==> src/rtl/core/sal_pkg.sv <==
// ----------------------------------------------------------------------------
// sal_pkg: shared types and codes of the array list unit
// Operation and status codes, the command that the controller broadcasts
// to the cells, and the wave that walks the cell chain during a removal.
// ----------------------------------------------------------------------------
package sal_pkg;

   localparam int FUNC_WIDTH     = 2;
   localparam int STATUS_WIDTH   = 2;
   localparam int COUNT_WIDTH    = 5;
   localparam int RSP_DATA_WIDTH = 8;

   // Operation codes carried in the item.
   localparam logic [FUNC_WIDTH-1:0] FN_INS_FRONT = 2'd0;
   localparam logic [FUNC_WIDTH-1:0] FN_INS_BACK  = 2'd1;
   localparam logic [FUNC_WIDTH-1:0] FN_REMOVE    = 2'd2;

   // Result status codes.
   localparam logic [STATUS_WIDTH-1:0] STAT_OK       = 2'd0;
   localparam logic [STATUS_WIDTH-1:0] STAT_FULL     = 2'd1;
   localparam logic [STATUS_WIDTH-1:0] STAT_EMPTY    = 2'd2;
   localparam logic [STATUS_WIDTH-1:0] STAT_NOTFOUND = 2'd3;

   // Command broadcast to every cell for one cycle.
   typedef struct packed {
      logic shift_up;   // insert at front: every cell takes its lower neighbor
      logic append;     // insert at back: the first empty cell takes the key
      logic start;      // removal: put the search token into cell 0
   } sal_cmd_type;

   // Search token and the found flag that travels with it.
   typedef struct packed {
      logic tok;
      logic fnd;
   } sal_wave_type;

   // One result item.
   typedef struct packed {
      logic [STATUS_WIDTH-1:0] status;
      logic [COUNT_WIDTH-1:0]  count;
   } sal_result_type;

endpackage

==> src/rtl/core/sequential_array_list_unit.sv <==
// ----------------------------------------------------------------------------
// sequential_array_list_unit: packed unordered list of keys
// A row of cells holds the list, one key per cell. Inserts at front or back
// and removal of the first matching key, each returning status and count.
// ----------------------------------------------------------------------------
//
//   channel   direction   tdata fields (low bit up)        handshake
//   req       in          func[1:0], key[KEY_WIDTH+1:2]      req_tvalid/req_tready
//   rsp       out         status[1:0], count[6:2]           rsp_tvalid/rsp_tready
//
// Inserts and the trivial cases are answered without a walk: an item can be accepted in
// every cycle while results are taken.
// A removal walks a search token through all CAPACITY cells, one cell per
// cycle, and the next item is accepted only after the token leaves the last cell.
// Reset clears all valid bits and the count; keys are not cleared.
// A stalled result waits in the output register; one more result fits in
// a skid entry before req_tready drops.
//
module sequential_array_list_unit #(
   parameter int  CAPACITY     = 16,
   parameter int  KEY_WIDTH    = 32,
   localparam int ReqDataWidth = ((sal_pkg::FUNC_WIDTH + KEY_WIDTH + 7) / 8) * 8
) (
   input  logic                               clock,
   input  logic                               reset,
   input  logic                               req_tvalid,
   output logic                               req_tready,
   // func[1:0], key[KEY_WIDTH+1:2], zero fill above
   input  logic [ReqDataWidth-1:0]            req_tdata,
   output logic                               rsp_tvalid,
   input  logic                               rsp_tready,
   // status[1:0], count[6:2], zero fill above
   output logic [sal_pkg::RSP_DATA_WIDTH-1:0] rsp_tdata
);
   import sal_pkg::*;

   logic [FUNC_WIDTH-1:0] req_func;
   logic [KEY_WIDTH-1:0]  req_key;
   logic [KEY_WIDTH-1:0]  scan_key;
   sal_cmd_type           cmd;
   sal_result_type        rsp_result;

   logic [KEY_WIDTH-1:0]  entry_w   [CAPACITY];
   logic                  valid_w   [CAPACITY];
   sal_wave_type          wave_w    [CAPACITY];
   logic [KEY_WIDTH-1:0]  lo_entry_w[CAPACITY];
   logic                  lo_valid_w[CAPACITY];
   sal_wave_type          lo_wave_w [CAPACITY];
   logic [KEY_WIDTH-1:0]  hi_entry_w[CAPACITY];
   logic                  hi_valid_w[CAPACITY];
   logic [CAPACITY-1:0]   tok_vec;

   // Unpack the item and pack the result.
   assign req_func  = req_tdata[FUNC_WIDTH-1:0];
   assign req_key   = req_tdata[FUNC_WIDTH +: KEY_WIDTH];
   assign rsp_tdata = {{(RSP_DATA_WIDTH - STATUS_WIDTH - COUNT_WIDTH){1'b0}},
                       rsp_result.count, rsp_result.status};

   sal_ctrl #(
      .CAPACITY  (CAPACITY),
      .KEY_WIDTH (KEY_WIDTH)
   ) u_ctrl (
      .clock      (clock),
      .reset      (reset),
      .req_valid  (req_tvalid),
      .req_ready  (req_tready),
      .req_func   (req_func),
      .req_key    (req_key),
      .scan_key   (scan_key),
      .cmd        (cmd),
      .wave_end   (wave_w[CAPACITY-1]),
      .rsp_valid  (rsp_tvalid),
      .rsp_ready  (rsp_tready),
      .rsp_result (rsp_result)
   );

   // Cell chain: the new key enters at the bottom, empties enter at the top.
   for (genvar i = 0; i < CAPACITY; i++) begin : g_cell
      if (i == 0) begin : g_head
         assign lo_entry_w[i] = req_key;
         assign lo_valid_w[i] = 1'b1;
         assign lo_wave_w[i]  = '{tok: cmd.start, fnd: 1'b0};
      end else begin : g_link_lo
         assign lo_entry_w[i] = entry_w[i-1];
         assign lo_valid_w[i] = valid_w[i-1];
         assign lo_wave_w[i]  = wave_w[i-1];
      end
      if (i == CAPACITY - 1) begin : g_tail
         assign hi_entry_w[i] = '0;
         assign hi_valid_w[i] = 1'b0;
      end else begin : g_link_hi
         assign hi_entry_w[i] = entry_w[i+1];
         assign hi_valid_w[i] = valid_w[i+1];
      end
      assign tok_vec[i] = wave_w[i].tok;

      sal_cell #(
         .KEY_WIDTH (KEY_WIDTH)
      ) u_cell (
         .clock    (clock),
         .reset    (reset),
         .cmd      (cmd),
         .ins_key  (req_key),
         .scan_key (scan_key),
         .lo_entry (lo_entry_w[i]),
         .lo_valid (lo_valid_w[i]),
         .lo_wave  (lo_wave_w[i]),
         .hi_entry (hi_entry_w[i]),
         .hi_valid (hi_valid_w[i]),
         .entry    (entry_w[i]),
         .valid    (valid_w[i]),
         .wave_out (wave_w[i])
      );
   end

   // At most one search token is in the chain.
   a_one_token: assert property (@(posedge clock) disable iff (reset)
      $onehot0(tok_vec))
      else $error("more than one search token in the cell chain");

   // No item is taken while a search token is moving.
   a_token_stall: assert property (@(posedge clock) disable iff (reset)
      (tok_vec != '0) |-> !req_tready)
      else $error("item accepted during a removal walk");

endmodule

==> src/rtl/core/sal_cell.sv <==
// ----------------------------------------------------------------------------
// sal_cell: one place of the list
// Holds one key and its valid bit. Shifts up on insert at front, takes the
// key on insert at back when it is the first empty place, and closes the
// gap of a removal as the search token passes through it.
// ----------------------------------------------------------------------------
module sal_cell #(
   parameter int KEY_WIDTH = 32
) (
   input  logic                  clock,
   input  logic                  reset,
   input  sal_pkg::sal_cmd_type  cmd,
   input  logic [KEY_WIDTH-1:0]  ins_key,
   input  logic [KEY_WIDTH-1:0]  scan_key,
   input  logic [KEY_WIDTH-1:0]  lo_entry,
   input  logic                  lo_valid,
   input  sal_pkg::sal_wave_type lo_wave,
   input  logic [KEY_WIDTH-1:0]  hi_entry,
   input  logic                  hi_valid,
   output logic [KEY_WIDTH-1:0]  entry,
   output logic                  valid,
   output sal_pkg::sal_wave_type wave_out
);
   import sal_pkg::*;

   logic [KEY_WIDTH-1:0] entry_ff;
   logic [KEY_WIDTH-1:0] entry_in;
   logic                 valid_ff;
   logic                 valid_in;
   sal_wave_type         wave_ff;
   sal_wave_type         wave_in;
   logic                 hit;
   logic                 fnd_here;

   // The token finds a match here, or a match was found below.
   assign hit      = valid_ff && (entry_ff == scan_key);
   assign fnd_here = wave_ff.fnd | hit;

   assign entry    = entry_ff;
   assign valid    = valid_ff;
   assign wave_out = '{tok: wave_ff.tok, fnd: fnd_here};

   // Next contents of this place.
   always_comb begin
      entry_in = entry_ff;
      valid_in = valid_ff;
      wave_in  = lo_wave;
      if (cmd.shift_up) begin
         entry_in = lo_entry;
         valid_in = lo_valid;
      end else if (cmd.append && !valid_ff && lo_valid) begin
         entry_in = ins_key;
         valid_in = 1'b1;
      end else if (wave_ff.tok && fnd_here) begin
         entry_in = hi_entry;
         valid_in = hi_valid;
      end
   end

   // Control bits.
   always_ff @(posedge clock) begin
      if (reset) begin
         valid_ff <= 1'b0;
         wave_ff  <= '0;
      end else begin
         valid_ff <= valid_in;
         wave_ff  <= wave_in;
      end
   end

   // Key storage.
   always_ff @(posedge clock) begin
      entry_ff <= entry_in;
   end

endmodule

==> src/rtl/core/sal_ctrl.sv <==
// ----------------------------------------------------------------------------
// sal_ctrl: operation control of the array list unit
// Keeps the count, decides full and empty, starts the cell commands, waits
// for the search token to leave the chain and queues the result items in
// an output register with one skid entry behind it.
// ----------------------------------------------------------------------------
module sal_ctrl #(
   parameter int CAPACITY  = 16,
   parameter int KEY_WIDTH = 32
) (
   input  logic                                clock,
   input  logic                                reset,
   input  logic                                req_valid,
   output logic                                req_ready,
   input  logic [sal_pkg::FUNC_WIDTH-1:0]      req_func,
   input  logic [KEY_WIDTH-1:0]                req_key,
   output logic [KEY_WIDTH-1:0]                scan_key,
   output sal_pkg::sal_cmd_type                cmd,
   input  sal_pkg::sal_wave_type               wave_end,
   output logic                                rsp_valid,
   input  logic                                rsp_ready,
   output sal_pkg::sal_result_type             rsp_result
);
   import sal_pkg::*;

   localparam int CntWidth = $clog2(CAPACITY + 1);

   typedef enum logic [1:0] {
      IDLE_S = 2'b01,
      SCAN_S = 2'b10
   } state_type;

   state_type            state_ff;
   state_type            state_in;
   logic [CntWidth-1:0]  cnt_ff;
   logic [CntWidth-1:0]  cnt_in;
   logic [KEY_WIDTH-1:0] key_ff;
   logic [KEY_WIDTH-1:0] key_in;
   logic                 rsp_valid_ff;
   logic                 rsp_valid_in;
   sal_result_type       rsp_ff;
   sal_result_type       rsp_in;
   logic                 pend_valid_ff;
   logic                 pend_valid_in;
   sal_result_type       pend_ff;
   sal_result_type       pend_in;
   logic                 accept;
   logic                 full;
   logic                 empty;
   logic                 take;
   logic                 new_valid;
   logic [STATUS_WIDTH-1:0] new_status;
   sal_result_type       new_result;

   assign req_ready  = (state_ff == IDLE_S) && !pend_valid_ff;
   assign accept     = req_valid && req_ready;
   assign full       = (cnt_ff == CntWidth'(CAPACITY));
   assign empty      = (cnt_ff == '0);
   assign scan_key   = key_ff;
   assign rsp_valid  = rsp_valid_ff;
   assign rsp_result = rsp_ff;
   assign take       = rsp_valid_ff && rsp_ready;
   assign new_result = '{status: new_status, count: COUNT_WIDTH'(cnt_in)};

   // Operation decode and completion of a removal.
   always_comb begin
      state_in   = state_ff;
      cnt_in     = cnt_ff;
      key_in     = key_ff;
      cmd        = '0;
      new_valid  = 1'b0;
      new_status = STAT_OK;
      unique case (state_ff)
         IDLE_S: begin
            if (accept) begin
               case (req_func)
                  FN_INS_FRONT: begin
                     new_valid = 1'b1;
                     if (full) begin
                        new_status = STAT_FULL;
                     end else begin
                        cmd.shift_up = 1'b1;
                        cnt_in       = cnt_ff + 1'b1;
                     end
                  end
                  FN_INS_BACK: begin
                     new_valid = 1'b1;
                     if (full) begin
                        new_status = STAT_FULL;
                     end else begin
                        cmd.append = 1'b1;
                        cnt_in     = cnt_ff + 1'b1;
                     end
                  end
                  FN_REMOVE: begin
                     if (empty) begin
                        new_valid  = 1'b1;
                        new_status = STAT_EMPTY;
                     end else begin
                        cmd.start = 1'b1;
                        key_in    = req_key;
                        state_in  = SCAN_S;
                     end
                  end
                  default: begin
                     new_valid = 1'b1;
                  end
               endcase
            end
         end
         SCAN_S: begin
            if (wave_end.tok) begin
               new_valid = 1'b1;
               state_in  = IDLE_S;
               if (wave_end.fnd) begin
                  cnt_in = cnt_ff - 1'b1;
               end else begin
                  new_status = STAT_NOTFOUND;
               end
            end
         end
         default: begin
            state_in = IDLE_S;
         end
      endcase
   end

   // Output register with one skid entry behind it.
   always_comb begin
      rsp_valid_in  = rsp_valid_ff;
      rsp_in        = rsp_ff;
      pend_valid_in = pend_valid_ff;
      pend_in       = pend_ff;
      if (!rsp_valid_ff || take) begin
         if (pend_valid_ff) begin
            rsp_valid_in  = 1'b1;
            rsp_in        = pend_ff;
            pend_valid_in = new_valid;
            pend_in       = new_result;
         end else begin
            rsp_valid_in = new_valid;
            rsp_in       = new_result;
         end
      end else if (new_valid) begin
         pend_valid_in = 1'b1;
         pend_in       = new_result;
      end
   end

   // Control state.
   always_ff @(posedge clock) begin
      if (reset) begin
         state_ff      <= IDLE_S;
         cnt_ff        <= '0;
         rsp_valid_ff  <= 1'b0;
         pend_valid_ff <= 1'b0;
      end else begin
         state_ff      <= state_in;
         cnt_ff        <= cnt_in;
         rsp_valid_ff  <= rsp_valid_in;
         pend_valid_ff <= pend_valid_in;
      end
   end

   // Payload registers.
   always_ff @(posedge clock) begin
      key_ff  <= key_in;
      rsp_ff  <= rsp_in;
      pend_ff <= pend_in;
   end

   // The count never passes the capacity.
   a_cnt_range: assert property (@(posedge clock) disable iff (reset)
      cnt_ff <= CntWidth'(CAPACITY))
      else $error("entry count above capacity");

   // A held skid entry always has a result in front of it.
   a_pend_order: assert property (@(posedge clock) disable iff (reset)
      pend_valid_ff |-> rsp_valid_ff)
      else $error("skid entry valid with empty output register");

   // The search token leaves the chain only while a removal is running.
   a_token_scan: assert property (@(posedge clock) disable iff (reset)
      (state_ff == IDLE_S) |-> !wave_end.tok)
      else $error("search token left the chain while idle");

   // A removal lowers the count by one at most.
   a_scan_count: assert property (@(posedge clock) disable iff (reset)
      (state_ff == SCAN_S) |=> (cnt_ff == $past(cnt_ff)) ||
                               (cnt_ff + 1'b1 == $past(cnt_ff)))
      else $error("count moved by more than one during a removal");

endmodule
==> config.mk <==
export PLATFORM = sky130hd
export DESIGN_NAME = sequential_array_list_unit
export DESIGN_NICKNAME = d
export VERILOG_FILES = /design/src/rtl/core/sal_pkg.sv /design/src/rtl/core/sequential_array_list_unit.sv /design/src/rtl/core/sal_cell.sv /design/src/rtl/core/sal_ctrl.sv
export SDC_FILE = /design/constraint.sdc
export NUM_CORES = 2
export LEC_CHECK = 0
export ABC_CLOCK_PERIOD_IN_PS = 5200
export BUFFER_PORTS_ARGS = -buffer_cell sky130_fd_sc_hd__buf_2
export CORE_MARGIN = 2
export CORE_UTILIZATION = 25
export CTS_CLUSTER_SIZE = 25
export DETAILED_ROUTE_END_ITERATION = 7
export SYNTH_ARGS = -nofsm -noshare
export SYNTH_HDL_FRONTEND = slang
export SYNTH_SLANG_ARGS = --single-unit
==> constraint.sdc <==
create_clock -name clock -period 5.2 [get_ports clock]
set_clock_uncertainty 0.15 [all_clocks]
set_input_delay 0.78 -clock clock [delete_from_list [all_inputs] [get_ports clock]]
set_output_delay 0.78 -clock clock [all_outputs]
set_load 0.05 [all_outputs]
==> results.sh <==
export IMPL_clockBufferDepth=3
export IMPL_synth_area_leaders="edfxtp_1 47%, mux2i_1 13%, xnor2_1 7.1%"
export IMPL_slew_headroom_pct=21.6
export IMPL_grt_pass1_wl_microns=170000
export IMPL_grt_max_degree=172
export IMPL_ys_types=60
export IMPL_coreArea_sq_um=141000
export IMPL_ir_worst_vdd_v=0.000226
export IMPL_cts_max_level=3
export IMPL_cts_sinks=614
export IMPL_synth_cells=3288
export IMPL_fin_util_pct=28.1
export IMPL_nNetsFinal=3252
export IMPL_ys_warn_count=0
export IMPL_final_area_sq_um=39600
export IMPL_clock_root_buffer="clkbuf_16"
export IMPL_power_mw=11.7
export IMPL_max_cap_viol_count=0
export IMPL_crit_path_start="u_ctrl.scan_key[18]$_DFFE_PP_"
export IMPL_synth_seq_cells=614
export IMPL_grt_overflow=0
export IMPL_powerDensity_nw_per_um2=295
export IMPL_hold_start="g_cell[2].u_cell.wave_out[1]$_SDFF_PP0_"
export IMPL_cts_tree="built"
export IMPL_crit_fanout=32
export IMPL_drive_gt1_share_pct=8.24
export IMPL_ant_nets=0
export IMPL_critPathLaunchType="flip-flop"
export IMPL_reg2reg_from="u_ctrl.scan_key[18]$_DFFE_PP_"
export IMPL_status="complete, no violations"
export IMPL_drc_errors=0
export IMPL_vias=25900
export IMPL_clkLatencyLatePin_ns=0.64
export IMPL_worst_ep_required_time_ns=5.33
export IMPL_dp_final_hpwl_microns=84400
export IMPL_rows=138
export IMPL_grt_setup_unrepaired="no"
export IMPL_drtIter0Drc=3175
export IMPL_antenna_found_initial=7
export IMPL_cts_setup_buffers=0
export IMPL_dpl_cell_area_sq_um=37600
export IMPL_area_delta_synth_final_pct=12.0
export IMPL_fin_setup_tns_ns=0
export IMPL_ctsResizeCount=0
export IMPL_portBuffers=46
export IMPL_drv_slew=0
export IMPL_synth_top_cell_by_area="edfxtp_1"
export IMPL_cts_hold_buffers=0
export IMPL_grt_pass1_vias=25300
export IMPL_synth_edff_count=558
export IMPL_dieArea_sq_um=145000
export IMPL_worstPathArrival_ns=4.13
export IMPL_via_per_inst=5.04
export IMPL_ys_seq_area_share_pct=50.5
export IMPL_r2r_setup_slack_ns=1.20
export IMPL_drt_first_pass_iters=6
export IMPL_clk_pin_slew_worst_paths_ns=0.07
export IMPL_min_path_type="flip-flop to flip-flop"
export IMPL_critPathCaptureType="flip-flop"
export IMPL_die_h_microns=380
export IMPL_setup_slack_ns=1.20
export IMPL_yosysMostFrequentCell="edfxtp_1"
export IMPL_wl_microns=116000
export IMPL_start_util_pct=25.1
export IMPL_finalSetupViolations=0
export IMPL_synth_top_cell_area_share_pct=47.4
export IMPL_path_class="flip-flop to flip-flop"
export IMPL_worst_slew_pin_slew_ns=1.18
export IMPL_synth_avg_cell_area_sq_um=10.8
export IMPL_ys_flop_type="edfxtp_1"
export IMPL_finalCritPeriodShare_pct=76.9
export IMPL_syn_area_sq_um=35400
export IMPL_power_leakage_nw=15.1
export IMPL_gp_congestion=0.911
export IMPL_die_w_microns=380
export IMPL_numCtsBuffers=67
export IMPL_hold_viol=0
export IMPL_grt_util_all_layers_pct=15.4
export IMPL_max_freq_mhz=250
export IMPL_detail_route_wl_per_cell_microns=22.6
export IMPL_ios=54
export IMPL_yosys_top_cells_count="558 x edfxtp_1, 479 x nand2_1, 469 x o21ai_0"
export IMPL_place_ws_ns=1.15
export IMPL_insertedDiodeCount=0
export IMPL_period_minus_slack_ns=4.00
export IMPL_synth_net_count=3336
export IMPL_ys_async_sr_fraction_pct=0
cell usage in the layout, fill, tap and decap left out, types with 22 or more instances in the layout:
cell	netlist	routed
buf_2	56	46
xor2_1	223	223
nor2_1	58	57
dfxtp_1	56	56
a22o_1	32	32
nand2_1	479	479
mux2_2	36	36
nand4_1	69	69
mux2i_1	459	459
clkbuf_16	0	68
o21ai_0	469	469
xnor2_1	286	286
nor4_1	62	62
buf_4	2	75
edfxtp_1	558	558
nor3_1	25	25
nand3_1	26	22
through the flow:
step | hold slack, ns | std cells
final | 0.308 | 5144
after global placement | 0.289 | 5025
after floorplan | 0.260 | 3288
after detailed placement | 0.294 | 5025
after CTS | 0.307 | 5144
after global routing | 0.327 | 5144
logic make-up (layout without fill, tap and decap cells):
logic type / Yosys count / in the layout / synth area share, %
fa+ha+maj: 4 / 4 / 0.141
other cells: 1 / 1 / 0.0106
flops: 614 / 614 / 50.5
mux: 496 / 496 / 14.2
compound gates: 572 / 572 / 8.89
simple gates: 792 / 792 / 10.2
buf+inv: 300 / 266 / 3.45
xor+xnor: 509 / 509 / 12.6
worst paths after layout:
| kind | to | cells past startpoint |
|---|---|---|
| worst max-delay path | g_cell[5].u_cell.entry[19]$_DFFE_PP_ | 8 |
| worst min-delay path | g_cell[3].u_cell.wave_out[1]$_SDFF_PP0_ | 2 |
| worst max register to register | g_cell[5].u_cell.entry[19]$_DFFE_PP_ | 8 |
| worst min register to register | g_cell[3].u_cell.wave_out[1]$_SDFF_PP0_ | 2 |
sequential cells by signal, indices dropped and copies added (netlist names):
register                flops
u_ctrl.rsp_valid            1
u_ctrl.pend_valid_ff        1
u_ctrl.rsp_result           7
g_cell.u_cell.entry       512
u_ctrl.cnt_ff               5
u_ctrl.scan_key            32
g_cell.u_cell.wave_out     16
g_cell.u_cell.valid        16
u_ctrl.pend_ff              7
g_cell.u_cell.wave_ff      15
u_ctrl.state_ff             2
final cells by class:
cell class | instances | area, sq um
Tap cell | 1890 | 2360
Fill cell | 14800 | 101000
Clock inverter | 24 | 215
Sequential cell | 614 | 17900
Inverter | 20 | 75.1
Multi-Input combinational cell | 2374 | 16300
Timing Repair Buffer | 127 | 913
Clock buffer | 95 | 1860
metal layers:
metal	global-route usage, %	share of wire (%)
met1	21.3	43
met2	25.3	47
met3	2.24	7.6
met4	3.79	1.8
met5	0	0.022
worst max-delay path, stage by stage (launching register included):
cell and delay (ns):
edfxtp_1 0.92, buf_4 0.34, xnor2_1 0.22, nand4_1 0.19, nor4_1 0.69, a31oi_1 0.31, nand2b_1 0.26, nand3_1 0.09
buf_4 0.41
power by group:
group	leakage (nW)	switching, mW	internal (mW)
clock	1.02	2.09	2.65
sequential	5.62	0.210	5.65
combinational	8.45	0.730	0.360
total	15.1	3.03	8.67
(Power assumes the default switching activity.)
